==> src/sv/nsfe_pkg.sv <==
// ---------------------------------------------------------------------------
// nsfe_pkg
// shared types, codes and helpers for the sentence field extractor
// ---------------------------------------------------------------------------
`default_nettype none

package nsfe_pkg;

   localparam int FIELD_CHARS  = 16;
   localparam int HEADER_CHARS = 8;

   localparam int BYTE_W      = 8;
   localparam int FIELD_W     = 4;
   localparam int POS_W       = $clog2(FIELD_CHARS);
   localparam int CHAR_CNT_W  = $clog2(FIELD_CHARS + 1);
   localparam int HDR_CNT_W   = $clog2(HEADER_CHARS + 1);
   localparam int CSR_INDEX_W = 2;

   localparam int RSP_FIELDS_W = 2 + 2 + FIELD_W + POS_W + BYTE_W;
   localparam int RSP_DATA_W   = ((RSP_FIELDS_W + 7) / 8) * 8;

   localparam logic [FIELD_W-1:0] FIELD_MAX = 4'd15;

   // register map
   localparam logic [CSR_INDEX_W-1:0] CSR_START_BYTE = 2'd0;
   localparam logic [CSR_INDEX_W-1:0] CSR_SEP_BYTE   = 2'd1;
   localparam logic [CSR_INDEX_W-1:0] CSR_END_BYTE   = 2'd2;

   localparam logic [BYTE_W-1:0] START_BYTE_RESET = 8'd36;
   localparam logic [BYTE_W-1:0] SEP_BYTE_RESET   = 8'd44;
   localparam logic [BYTE_W-1:0] END_BYTE_RESET   = 8'd42;

   typedef enum logic [1:0] {
      ACT_STORE = 2'd0,
      ACT_CLEAR = 2'd1,
      ACT_END   = 2'd2
   } action_type;

   typedef enum logic [1:0] {
      KIND_GGA  = 2'd0,
      KIND_RMC  = 2'd1,
      KIND_VTG  = 2'd2,
      KIND_NONE = 2'd3
   } kind_type;

   typedef struct packed {
      logic [BYTE_W-1:0]  char_value;
      logic [POS_W-1:0]   char_position;
      logic [FIELD_W-1:0] field_number;
      kind_type           sentence_kind;
      action_type         action;
   } rsp_type;

   // sentence kind from header bytes 3 to 5
   function automatic kind_type kind_of(input logic [BYTE_W-1:0] a,
                                        input logic [BYTE_W-1:0] b,
                                        input logic [BYTE_W-1:0] c);
      kind_type k;
      k = KIND_NONE;
      if (a == "G" && b == "G" && c == "A") k = KIND_GGA;
      else if (a == "R" && b == "M" && c == "C") k = KIND_RMC;
      else if (a == "V" && b == "T" && c == "G") k = KIND_VTG;
      return k;
   endfunction

   function automatic logic [FIELD_W-1:0] fields_of(input kind_type k);
      logic [FIELD_W-1:0] n;
      unique case (k)
         KIND_GGA: n = 4'd14;
         KIND_RMC: n = 4'd12;
         KIND_VTG: n = 4'd9;
         default:  n = 4'd0;
      endcase
      return n;
   endfunction

endpackage

`default_nettype wire

==> src/sv/nmea_sentence_field_extractor_unit.sv <==
// ---------------------------------------------------------------------------
// nmea_sentence_field_extractor_unit
// splits a received character stream into field clear, store and end records
// ---------------------------------------------------------------------------
// usage:
//   req_* carries one received byte per beat. the byte is parsed at the edge
//   it is accepted, and the record it causes (if any) lands in the output
//   register, shown on rsp_* from the next cycle on.
//   throughput is one byte per cycle while the receiver does not stall,
//   set by the single parser update between the input port and the output
//   register.
//   many bytes (idle noise, header bytes, overflow bytes) give no record.
//   when the receiver stalls, the held record stays on rsp_*; req_tready
//   stays high as long as the output register is empty or being taken in
//   the same cycle, so a stall costs one beat of buffering and then
//   backpressures the input.
//   csr_* writes the start, separator and end byte values (index 0, 1, 2);
//   other indexes are ignored. write only while the block is idle.
//   reset (synchronous, active high) returns the parser to waiting for a
//   start byte, restores the default byte values and empties the output.
// ---------------------------------------------------------------------------
`default_nettype none

module nmea_sentence_field_extractor_unit
   import nsfe_pkg::*;
(
   input  wire logic                    clock,
   input  wire logic                    reset,

   input  wire logic                    req_tvalid,
   output      logic                    req_tready,
   input  wire logic [BYTE_W-1:0]       req_tdata,   // [7:0] rx_byte

   output      logic                    rsp_tvalid,
   input  wire logic                    rsp_tready,
   // [1:0] action, [3:2] sentence_kind, [7:4] field_number,
   // [11:8] char_position, [19:12] char_value, upper bits zero
   output      logic [RSP_DATA_W-1:0]   rsp_tdata,

   input  wire logic                    csr_valid,
   output      logic                    csr_ready,
   input  wire logic [CSR_INDEX_W-1:0]  csr_index,
   input  wire logic [BYTE_W-1:0]       csr_data
);

   // configuration registers
   logic [BYTE_W-1:0] start_byte_ff;
   logic [BYTE_W-1:0] sep_byte_ff;
   logic [BYTE_W-1:0] end_byte_ff;

   // parser state; only header bytes 3 to 5 are ever looked at
   logic                  in_sentence_ff, in_sentence_in;
   logic [BYTE_W-1:0]     hdr3_ff, hdr3_in;
   logic [BYTE_W-1:0]     hdr4_ff, hdr4_in;
   logic [BYTE_W-1:0]     hdr5_ff, hdr5_in;
   logic [HDR_CNT_W-1:0]  hdr_cnt_ff, hdr_cnt_in;
   logic [FIELD_W-1:0]    field_cnt_ff, field_cnt_in;
   logic [CHAR_CNT_W-1:0] char_cnt_ff, char_cnt_in;

   // output register
   logic    rsp_valid_ff, rsp_valid_in;
   rsp_type rsp_ff, rsp_in;

   logic               req_accept;
   logic               emit;
   kind_type           kind;
   logic [FIELD_W-1:0] kind_fields;
   logic [FIELD_W-1:0] field_next;
   logic [HDR_CNT_W-1:0] hdr_cnt_inc;

   assign csr_ready  = 1'b1;
   assign req_tready = !rsp_valid_ff || rsp_tready;
   assign req_accept = req_tvalid && req_tready;

   assign rsp_tvalid = rsp_valid_ff;
   assign rsp_tdata  = {{(RSP_DATA_W - RSP_FIELDS_W){1'b0}}, rsp_ff};

   assign kind        = kind_of(hdr3_ff, hdr4_ff, hdr5_ff);
   assign kind_fields = fields_of(kind);
   assign field_next  = (field_cnt_ff < FIELD_MAX) ? field_cnt_ff + 1'b1 : field_cnt_ff;
   assign hdr_cnt_inc = hdr_cnt_ff + 1'b1;

   // parser update for one accepted byte
   always_comb begin
      in_sentence_in = in_sentence_ff;
      hdr3_in        = hdr3_ff;
      hdr4_in        = hdr4_ff;
      hdr5_in        = hdr5_ff;
      hdr_cnt_in     = hdr_cnt_ff;
      field_cnt_in   = field_cnt_ff;
      char_cnt_in    = char_cnt_ff;
      emit           = 1'b0;
      rsp_in.action        = ACT_STORE;
      rsp_in.sentence_kind = kind;
      rsp_in.field_number  = '0;
      rsp_in.char_position = '0;
      rsp_in.char_value    = '0;

      if (req_accept) begin
         if (!in_sentence_ff) begin
            // start byte is header byte 0, nothing else matters while idle
            if (req_tdata == start_byte_ff) begin
               in_sentence_in = 1'b1;
               hdr_cnt_in     = HDR_CNT_W'(1);
            end
         end else if (req_tdata == end_byte_ff) begin
            emit           = 1'b1;
            rsp_in.action  = ACT_END;
            in_sentence_in = 1'b0;
            hdr3_in        = '0;
            hdr4_in        = '0;
            hdr5_in        = '0;
            hdr_cnt_in     = '0;
            field_cnt_in   = '0;
            char_cnt_in    = '0;
         end else if (req_tdata == sep_byte_ff) begin
            field_cnt_in = field_next;
            char_cnt_in  = '0;
            if (field_next != '0 && field_next <= kind_fields) begin
               emit                = 1'b1;
               rsp_in.action       = ACT_CLEAR;
               rsp_in.field_number = field_next;
            end
         end else if (field_cnt_ff == '0) begin
            // header byte
            if (hdr_cnt_ff == HDR_CNT_W'(3)) hdr3_in = req_tdata;
            if (hdr_cnt_ff == HDR_CNT_W'(4)) hdr4_in = req_tdata;
            if (hdr_cnt_ff == HDR_CNT_W'(5)) hdr5_in = req_tdata;
            hdr_cnt_in = hdr_cnt_inc;
            // header too long: drop the sentence
            if (hdr_cnt_inc >= HDR_CNT_W'(HEADER_CHARS)) begin
               in_sentence_in = 1'b0;
               hdr3_in        = '0;
               hdr4_in        = '0;
               hdr5_in        = '0;
               hdr_cnt_in     = '0;
               field_cnt_in   = '0;
               char_cnt_in    = '0;
            end
         end else if (field_cnt_ff <= kind_fields &&
                      char_cnt_ff < CHAR_CNT_W'(FIELD_CHARS)) begin
            emit                 = 1'b1;
            rsp_in.action        = ACT_STORE;
            rsp_in.field_number  = field_cnt_ff;
            rsp_in.char_position = char_cnt_ff[POS_W-1:0];
            rsp_in.char_value    = req_tdata;
            char_cnt_in          = char_cnt_ff + 1'b1;
         end
      end
   end

   // output register: load on a new record, drop when taken
   always_comb begin
      rsp_valid_in = rsp_valid_ff;
      if (req_accept) begin
         rsp_valid_in = emit;
      end else if (rsp_tready) begin
         rsp_valid_in = 1'b0;
      end
   end

   always_ff @(posedge clock) begin
      if (reset) begin
         start_byte_ff  <= START_BYTE_RESET;
         sep_byte_ff    <= SEP_BYTE_RESET;
         end_byte_ff    <= END_BYTE_RESET;
         in_sentence_ff <= 1'b0;
         hdr3_ff        <= '0;
         hdr4_ff        <= '0;
         hdr5_ff        <= '0;
         hdr_cnt_ff     <= '0;
         field_cnt_ff   <= '0;
         char_cnt_ff    <= '0;
         rsp_valid_ff   <= 1'b0;
      end else begin
         if (csr_valid && csr_ready) begin
            unique case (csr_index)
               CSR_START_BYTE: start_byte_ff <= csr_data;
               CSR_SEP_BYTE:   sep_byte_ff   <= csr_data;
               CSR_END_BYTE:   end_byte_ff   <= csr_data;
               default: ;
            endcase
         end
         in_sentence_ff <= in_sentence_in;
         hdr3_ff        <= hdr3_in;
         hdr4_ff        <= hdr4_in;
         hdr5_ff        <= hdr5_in;
         hdr_cnt_ff     <= hdr_cnt_in;
         field_cnt_ff   <= field_cnt_in;
         char_cnt_ff    <= char_cnt_in;
         rsp_valid_ff   <= rsp_valid_in;
      end
   end

   // record payload, no reset needed
   always_ff @(posedge clock) begin
      if (req_accept && emit) begin
         rsp_ff <= rsp_in;
      end
   end

endmodule

`default_nettype wire
==> config.mk <==
export PLATFORM = sky130hd
export DESIGN_NAME = nmea_sentence_field_extractor_unit
export DESIGN_NICKNAME = d
export VERILOG_FILES = /design/src/sv/nsfe_pkg.sv /design/src/sv/nmea_sentence_field_extractor_unit.sv
export SDC_FILE = /design/constraint.sdc
export NUM_CORES = 1
export LEC_CHECK = 0
export ABC_AREA = 1
export BUFFER_PORTS_ARGS = -buffer_cell sky130_fd_sc_hd__buf_2
export CAP_MARGIN = 20
export CORE_MARGIN = 2
export CORE_UTILIZATION = 40
export DETAILED_ROUTE_END_ITERATION = 8
export GPL_ROUTABILITY_DRIVEN = 0
export GPL_TIMING_DRIVEN = 0
export SLEW_MARGIN = 10
export SYNTH_ARGS = -nofsm -noshare
export SYNTH_HDL_FRONTEND = slang
export SYNTH_SLANG_ARGS = --single-unit
export TNS_END_PERCENT = 100
==> constraint.sdc <==
create_clock -name clock -period 5.4 [get_ports clock]
set_input_delay 0.81 -clock clock [delete_from_list [all_inputs] [get_ports clock]]
set_output_delay 0.81 -clock clock [all_outputs]
set_load 0.005 [all_outputs]
==> metrics.txt, run 1 <==
Worst Setup Path Type register to register; drt total wl 11320 um; CTS tree done; Rows 39; Reg2Reg Depth 14; hold_ws 0.4694 ns; Vias 4202; clock buffer count from CTS 9; hold path start end_byte_ff[2]; f_max 0.2513 GHz; top-count cell post-synth nand2_1; CTS H-tree depth 3; Final Util 46.69%; pin count of the biggest net entering global routing 21; post-CTS resize count 0; worst skew pair latency 0.34 ns; maxcap violations 0; DR pass1 iterations 7; vias in the first global route 4001; mapped cell area 4572 um^2; sequential fraction of the synthesis area 40.72%; total gr overflow 0; Die Footprint 12300 um^2; DRC 0; total track usage 19.19%; Post-synth ARST share 0%; Layout area overhead 15.11%; hold endpoint end_byte_ff[2]; NumNets Final 751; Tightest Hold Check Type register to register; RSZ-0062 raised after global routing no; Critical R2R Capture rsp_tdata[2]; Die Span Y 110.9 um; endpoints failing setup 0; initial antenna violation count 0; fill count 1186; Root Buffer clkbuf_16; Routed wire per std cell 13.13 um; warning count from the yosys run 0; Syn Area/Cell 6.959 um^2; postcts setup bufs 0; number of synthesized flops with an enable pin 20; HPWL Detailed 8700 um; FF-to-FF setup slack 1.42 ns; Min-Delay Path Depth 2; Diodes inserted 0; Post-Route Skew 0.009487 ns; Static Leak 2.474 nW; Synth area leader dfxtp_1; final antenna-violating net count 0; Top Ports 50; relative slew slack 45.74%; Fin. Hold Viols 0; Hold Buf Count CTS 0; Starting DRT DRC Count 281; Arrival @ worst endpoint 3.94 ns; starting density of the core 40.56%; Slew Viols, Final 0; crit-path max FO 20; share of layout cells above drive strength 1 13.91%; ys flop type dfxtp_1; Power Density 254.4 nW/um^2; Worst setup SP type register; CORE AREA 11270 um^2; outcome complete, no violations; Clk pin slew, worst setup/hold paths 0.06 ns; vias per inst 4.875; Final min period 3.979 ns; top cell type's share of synthesized area 27.59%; post-synthesis instance total 657; fin crit share 73.68%; I/O Buffers 43; Worst setup EP type register; Max clock buf depth 2; worst r2r src hdr5_ff[7]; #FFs+latches synth 83; first-pass GRT wire length 18970 um; Synth cell types 36; Sinks on Clock Net 83; Worst IR Drop VDD 126.5 uV; setup TNS 0 ns; Area contributors post-synth dfxtp_1 (28%), nand2_1 (14%), edfxtp_1 (13%), nor2_1 (8.9%), inv_1 (6.3%); commonest cells in the netlist nand2_1 (176), nor2_1 (109), inv_1 (77); Slew @ Worst Pin 0.8064 ns; Die X 110.9 um; Required @ worst endpoint 5.37 ns
==> critical path, stage by stage (launching register included) <==
cell     delay [ns]
dfxtp_1        0.31
nor4_1         0.47
nand3_1        0.18
nor4_1         0.64
nor3_1         0.18
ha_1           0.34
a21oi_1        0.15
nand2_1        0.06
nand2_1        0.12
nand2_1        0.07
nor2_1         0.26
nand2_1        0.09
nand3_1        0.09
nand2_1        0.06
inv_1          0.58
==> worst max-delay path by stage <==
stage | startpoint | slack, ns | to | cells after the start
global placement | hdr5_ff[7] | 1.47 | rsp_tdata[12] | 16
global route | hdr5_ff[7] | 0.94 | rsp_tdata[2] | 14
CTS | hdr5_ff[7] | 1.40 | rsp_tdata[2] | 14
detailed placement | hdr5_ff[7] | 1.41 | rsp_tdata[12] | 14
floorplan | hdr5_ff[7] | 2.33 | rsp_tdata[0] | 14
finish | hdr5_ff[7] | 1.42 | rsp_tdata[2] | 14
==> state kept, by name, indices dropped and copies added, names as in the netlist <==
register	flops
rsp_tdata	20
end_byte_ff	8
hdr3_ff	8
hdr4_ff	8
hdr5_ff	8
sep_byte_ff	8
start_byte_ff	8
char_cnt_ff	5
field_cnt_ff	4
hdr_cnt_ff	4
in_sentence_ff	1
rsp_tvalid	1
==> routing by layer <==
layer  GRT usage [%]  wire length [um]  vias to the layer above
met5               0                 0                        -
met4           8.417               287                        0
met3           3.116               409                       21
met2           32.52              5354                       85
met1           24.12              5270                     1906
li1                -                 -                     2190
==> final cells by class <==
cell class	instances	area, um^2	share of cell area (%)
clock inverter	6	56.30	1.070
multi-input combinational	469	2260	42.94
inverter	89	334.1	6.348
sequential	83	1862	35.38
clock buffer	10	229.0	4.351
tap	143	178.9	3.400
buffer	19	127.6	2.425
timing repair buffer	43	215.2	4.089
==> through the flow <==
step	power [W]	worst slack [ns]	area, um^2	std cells
finish	0.001339	1.421	5263	862
global route	0.001386	0.9363	5263	862
CTS	0.001350	1.396	5263	862
detailed placement	0.0007556	1.409	4977	846
global placement	0.0007536	1.466	4977	846
floorplan	0.0007200	2.326	4583	660
==> placed cells by master, fill, tap and decap left out, types with 2 or more instances in the layout <==
cell type	instances
nand2_2	8
buf_6	3
nor2_1	109
buf_2	45
clkbuf_16	9
nand3_2	4
conb_1	5
clkbuf_1	5
nand3_1	34
inv_1	77
nand4_1	13
nand3_4	2
nor3_1	8
xor2_1	3
dfxtp_1	63
nand3b_1	2
o211ai_1	7
inv_2	8
o21ai_1	2
buf_4	7
o21ai_0	23
nor2_2	5
nor4_1	9
ha_1	14
nand2_1	176
a21oi_1	32
clkinv_1	6
xnor2_1	8
edfxtp_1	20
clkinv_2	2
==> cells by family (layout without fill, tap and decap cells) <==
logic type                 Yosys count  in the layout  share of synthesized area, %
AOI/OAI and AO/OA                   66             66                         7.800
xor gates and xnor gates            11             11                         2.107
adders and majority gates           14             14                         3.831
buffers and inverters              108            167                         10.10
DFF                                 83             83                         40.72
other                                2              5                        0.1643
and+or+nand+nor                    373            373                         35.28
==> report_power, final <==
group	internal, W	switching [W]	leakage (nW)	total [W]
Combinational	0.0000311	0.0000641	1.60	0.0000952
Clock	0.000354	0.000242	0.141	0.000596
Sequential	0.000642	0.00000571	0.730	0.000648
Total	0.00103	0.000311	2.47	0.00134
Note: power is estimated with default switching activity, not from simulation.
==> inputs of run 2 (changes only) <==
Clock period 5.4 ns to 4 ns, I/O delays scaled along.
==> metrics.txt, run 2 (same netlist as run 1, synthesis figures left out) <==
Die Span Y 110.9 um (unchanged); sequential share of power 48.4% (about the same); Gate power share 7.1% (about the same); Die Footprint 12300 um^2 (unchanged); Layout area overhead 15.33%; DR pass1 iterations 7 (unchanged); NumNets Final 751 (unchanged); Worst IR Drop VDD 171.6 uV (+36%); fin crit share 88.62% (+15 points); setup TNS 0 ns (unchanged); maxcap violations 0 (unchanged); pin count of the biggest net entering global routing 21 (unchanged); Vias 4198 (-0.095%); endpoints failing setup 0 (unchanged); Final Util 46.78% (+0.089 points); Slew Viols, Final 0 (unchanged); internal power 0.001387 W (+35%); Sinks on Clock Net 83 (unchanged); Top Ports 50 (unchanged); relative slew slack 45.81% (+0.063 points); sw power 0.0004217 W (+35%); Post-Route Skew 0.009831 ns (+0.0003439 ns); clock power share 44.5% (about the same); outcome complete, no violations; Starting DRT DRC Count 243 (-14%); worst skew pair latency 0.35 ns (about the same); f_max 0.2821 GHz (+12%); DRC 0 (unchanged); Tightest Hold Check Type register to register; most common cell after layout, fill and taps aside nand2_1; Hold Buf Count CTS 0 (unchanged); Fin. Hold Viols 0 (unchanged); Clk pin slew, worst setup/hold paths 0.06 ns (about the same); Static Leak 2.464 nW (-0.41%); initial antenna violation count 0 (unchanged); starting density of the core 40.56% (unchanged); Die X 110.9 um (unchanged); Max clock buf depth 2 (unchanged); total track usage 19.20% (about the same); Routed wire per std cell 13.21 um (+0.54%); RSZ-0062 raised after global routing no; Worst setup EP type register; most frequent cells in the layout nand2_1 (176), nor2_1 (109), inv_1 (76), dfxtp_1 (63), buf_2 (45); vias per inst 4.870 (about the same); Largest register FFs 20 (unchanged); Rows 39 (unchanged); crit-path max FO 20 (unchanged); clock buffer count from CTS 9 (unchanged); Diodes inserted 0 (unchanged); CTS tree done; share of layout cells above drive strength 1 14.19% (+0.28 points); Slew @ Worst Pin 0.8067 ns (+0.0002838 ns); Root Buffer clkbuf_16; vias in the first global route 4004 (+0.075%); CORE AREA 11270 um^2 (unchanged); Final min period 3.545 ns (-0.4336 ns); postcts setup bufs 0 (unchanged); Required @ worst endpoint 4.00 ns (-1.37 ns); Arrival @ worst endpoint 3.54 ns (-0.40 ns); CTS H-tree depth 3 (unchanged); I/O Buffers 43 (unchanged); Sw Ratio 23.31% (+0.060 points); HPWL Detailed 8700 um (unchanged); drt total wl 11380 um (+0.54%); Power Density 343.1 nW/um^2 (+35%); final antenna-violating net count 0 (unchanged); first-pass GRT wire length 18980 um (about the same); Worst Setup Path Type register to register; total gr overflow 0 (unchanged); Worst setup SP type register
[run 2: worst max-delay path, stage by stage, from the launching register on]
cell        delay (ns)
dfxtp_1           0.31
nor4_1            0.49
nand3_1           0.21
nor4_2            0.44
nor3_1            0.16
ha_1              0.32
a21oi_1           0.15
nand2_1           0.06
nand2_1           0.11
nand2_1           0.06
nor2_1            0.26
nand2_1           0.08
nand3_1           0.09
nand2_1           0.10
clkinvlp_4        0.36
[run 2: area by class of cell]
cell class              instances  area [um^2]
inverters                      89        337.8
well taps                     143        178.9
clock inverters                 6        56.30
repair buffers                 43        215.2
clock buffers                  10        229.0
multi-input cells             469         2266
flip-flops and latches         83         1862
fillers                      1182         6000
plain buffers                  19        127.6
[run 2: per-stage QoR]
stage	hold WS, ns	instance area [um^2]	cells	worst slack [ns]	total power [W]
2_1_floorplan	0.4437	4583	660	0.9265	0.0009720
3_3_place_gp	0.4544	4977	846	0.06576	0.001017
3_5_place_dp	0.4613	4977	846	0.008967	0.001020
4_1_cts	0.4704	5266	862	0.2323	0.001823
5_1_grt	0.4956	5273	862	0.06211	0.001871
6_report	0.4694	5273	862	0.4550	0.001809
[run 2: path summary, 6_finish.rpt]
kind	from	end	cells after the start	slack [ns]
worst max-delay path	hdr5_ff[7]	rsp_tdata[2]	14	0.46
worst min register to register	end_byte_ff[2]	end_byte_ff[2]	2	0.47
worst max register to register	hdr5_ff[7]	rsp_tdata[2]	14	0.46
worst min-delay path	end_byte_ff[2]	end_byte_ff[2]	2	0.47
[run 2: power groups by stage]
stage	clock, W	sequential (W)	combinational [W]
floorplan	0	0.000891	0.0000808
global placement	0	0.000892	0.000125
detailed placement	0	0.000893	0.000127
CTS	0.000820	0.000875	0.000128
global route	0.000850	0.000876	0.000144
finish	0.000805	0.000875	0.000129
[run 2: metal layers]
layer	vias up	track usage (%)	part of all wire [%]
met2	78	32.64	47
li1	2189	-	-
met4	0	8.417	2.5
met1	1911	24.05	47
met5	-	0	0
met3	20	3.116	3.5
[run 2: timing repair]
| item | CTS | global route |
|---|---|---|
| gates resized for setup | 1 | 1 |
| setup endpoints to repair | 2 | 20 |
| hold endpoints to repair | 0 | 0 |
==> inputs of run 3 (changes only) <==
Settings changed: CTS_BUF_LIST from default to sky130_fd_sc_hd__clkbuf_8.
Clock period 4 ns to 2.9 ns, I/O delays scaled along.
==> metrics.txt, run 3 (same netlist as run 1, synthesis figures left out) <==
Worst setup EP type register; hold path start csr_data[1]; Layout area overhead 17.21%; Slew Viols, Final 0 (unchanged); maxcap violations 0 (unchanged); Vias 4329 (+3.1%); vias per inst 4.959 (+1.8%); Setup WS post-layout 0.05195 ns (-0.4031 ns); Sinks on Clock Net 83 (unchanged); Die X 110.9 um (unchanged); hold endpoint end_byte_ff[1]; f_max 0.3511 GHz (+24%); Final min period 2.848 ns (-0.6969 ns); total track usage 19.49% (+0.30 points); DRC 0 (unchanged); Post-DP Area 4987 um^2 (+0.20%); CP top delay family simple AND/OR/NAND/NOR gates; Largest register FFs 20 (unchanged); worst r2r src hdr3_ff[4]; CTS tree done; CORE AREA 11270 um^2 (unchanged); CTS H-tree depth 3 (unchanged); vias in the first global route 4109 (+2.6%); FF-to-FF setup slack 0.05 ns (-0.40 ns); HPWL Detailed 8758 um (+0.67%); clock buffer count from CTS 9 (unchanged); DR pass1 iterations 5 (-2); Power Density 409.4 nW/um^2 (+19%); Fin. Hold Viols 0 (unchanged); relative slew slack 48.32% (+2.5 points); crit-path max FO 5 (-75%); fill count 1151 (-2.6%); final antenna-violating net count 0 (unchanged); first-pass GRT wire length 19250 um (+1.5%); Clk pin slew, worst setup/hold paths 0.08 ns (+0.02 ns); Hold Buf Count CTS 0 (unchanged); initial antenna violation count 0 (unchanged); Max clock buf depth 2 (unchanged); CP Cell Sequence inv_1, nor4_2, nand3_2, nor4_4, nor3_2, ha_1, nand2_1, inv_2, nand2_1, nand2_1, nand2_2, nand2_2, nor2_4, nand2_1, nand3_2, nand2_4, clkinvlp_4; Top Ports 50 (unchanged); design area 5359 um^2 (+1.6%); share of layout cells above drive strength 1 18.63% (+4.4 points); drt total wl 11710 um (+2.9%); RSZ-0062 raised after global routing yes; Worst setup SP type register; starting density of the core 40.56% (unchanged); Min-Delay Path Depth 3 (+1); pin count of the biggest net entering global routing 15 (-29%); Tightest Hold Check Type input pin to register; DP Worst Slack -0.5815 ns (-0.5905 ns); Starting DRT DRC Count 225 (-7.4%); CP most frequent cell nand2_1; Worst IR Drop VDD 200.0 uV (+17%); Static Leak 2.515 nW (+2.1%); Root Buffer clkbuf_8; Post-Route Skew 0.01310 ns (+0.003273 ns); I/O Buffers 43 (unchanged); most frequent cells in the layout nand2_1 (173), nor2_1 (106), inv_1 (75), dfxtp_1 (59), buf_2 (45); Required @ worst endpoint 2.97 ns (-1.03 ns); Routed wire per std cell 13.41 um (+1.6%); Die Footprint 12300 um^2 (unchanged); crit path max-delay cell type dfxtp_2; Die Span Y 110.9 um (unchanged); Diodes inserted 0 (unchanged); total gr overflow 0 (unchanged); buffers and inverters on the worst path 3 (+2); Reg2Reg Depth 17 (+3); Final Util 47.54% (+0.77 points); Arrival @ worst endpoint 2.91 ns (-0.63 ns); NumNets Final 762 (+1.5%); fin crit share 98.21% (+9.6 points); most common cell after layout, fill and taps aside nand2_1; outcome complete, no violations; worst skew pair latency 0.37 ns (+0.02 ns); Worst Setup Path Type register to register; CP peak stage delay 0.35 ns (-0.14 ns); Slew @ Worst Pin 0.7692 ns (-0.03751 ns); endpoints failing setup 0 (unchanged); Rows 39 (unchanged); Critical R2R Capture rsp_tdata[2]
==> run 3: cell count changes in the layout (fill, tap and decap cells not counted), sizes merged <==
cell / previous run / this run
inv: 84 / 86
clkinv: 9 / 8
clkbuf: 16 / 15
clkinvlp: 1 / 4
buf: 56 / 64
==> run 3: worst register-to-register path, stage by stage (launching register included) <==
cell and delay [ns]:
dfxtp_2 0.35, inv_1 0.07, nor4_2 0.29, nand3_2 0.15
nor4_4 0.24, nor3_2 0.11, ha_1 0.32, nand2_1 0.09
inv_2 0.04, nand2_1 0.05, nand2_1 0.06, nand2_2 0.11
nand2_2 0.08, nor2_4 0.13, nand2_1 0.08, nand3_2 0.09
nand2_4 0.10, clkinvlp_4 0.21
==> run 3: cell type report <==
type                            count  area (um^2)  share of cell area [%]
Clock buffer                        9        123.9                   2.311
Tap cell                          143        178.9                   3.339
Multi-Input combinational cell    469         2366                   44.15
Inverter                           89        337.8                   6.304
Timing Repair inverter              3        22.52                  0.4203
Timing Repair Buffer               51        275.3                   5.137
Sequential cell                    83         1867                   34.84
Buffer                             19        127.6                   2.382
Clock inverter                      7        60.06                   1.121
==> run 3: worst max-delay path by stage <==
stage	start	end	slack [ns]	cells past startpoint
6_report	hdr3_ff[4]	rsp_tdata[2]	0.05	17
2_1_floorplan	hdr5_ff[7]	rsp_tdata[0]	0.13	14
4_1_cts	hdr5_ff[1]	rsp_tdata[2]	0.005	17
5_1_grt	hdr5_ff[6]	rsp_tdata[2]	-0.10	17
3_3_place_gp	hdr5_ff[7]	rsp_tdata[12]	-0.55	14
3_5_place_dp	hdr5_ff[7]	rsp_tdata[12]	-0.58	16
==> run 3: where the power goes <==
| group | leakage, nW | switching, W | internal, W |
|---|---|---|---|
| clock network | 0.104 | 0.000424 | 0.000389 |
| registers | 0.733 | 0.0000102 | 0.00119 |
| logic | 1.68 | 0.000118 | 0.0000582 |
| total | 2.51 | 0.000552 | 0.00164 |
==> run 3: what timing repair did <==
action	in CTS	in global routing
gates resized for setup	15	16
endpoints found under the setup margin	35	25
gates cloned	3	0
pin swaps	4	14
buffers inserted	2	7
==> run 3: layer usage <==
metal | track usage, % | wire [um] | share of wire (%) | vias up
li1 | - | - | - | 2221
met1 | 24.18 | 5212 | 45 | 1962
met2 | 33.37 | 5642 | 48 | 121
met3 | 3.062 | 545 | 4.7 | 25
met4 | 8.833 | 310 | 2.6 | 0
met5 | 0 | 0 | 0 | -
==> run 3: metrics by stage <==
| stage | hold WS, ns | total power, W | TNS, ns | instances |
|---|---|---|---|---|
| after CTS | 0.2988 | 0.002214 | 0 | 866 |
| after detailed placement | 0.4610 | 0.001406 | -14.15 | 846 |
| after global routing | 0.3368 | 0.002275 | -1.316 | 873 |
| after global placement | 0.4538 | 0.001403 | -13.12 | 846 |
| final | 0.3052 | 0.002194 | 0 | 873 |
| after floorplan | 0.4437 | 0.001341 | 0 | 660 |
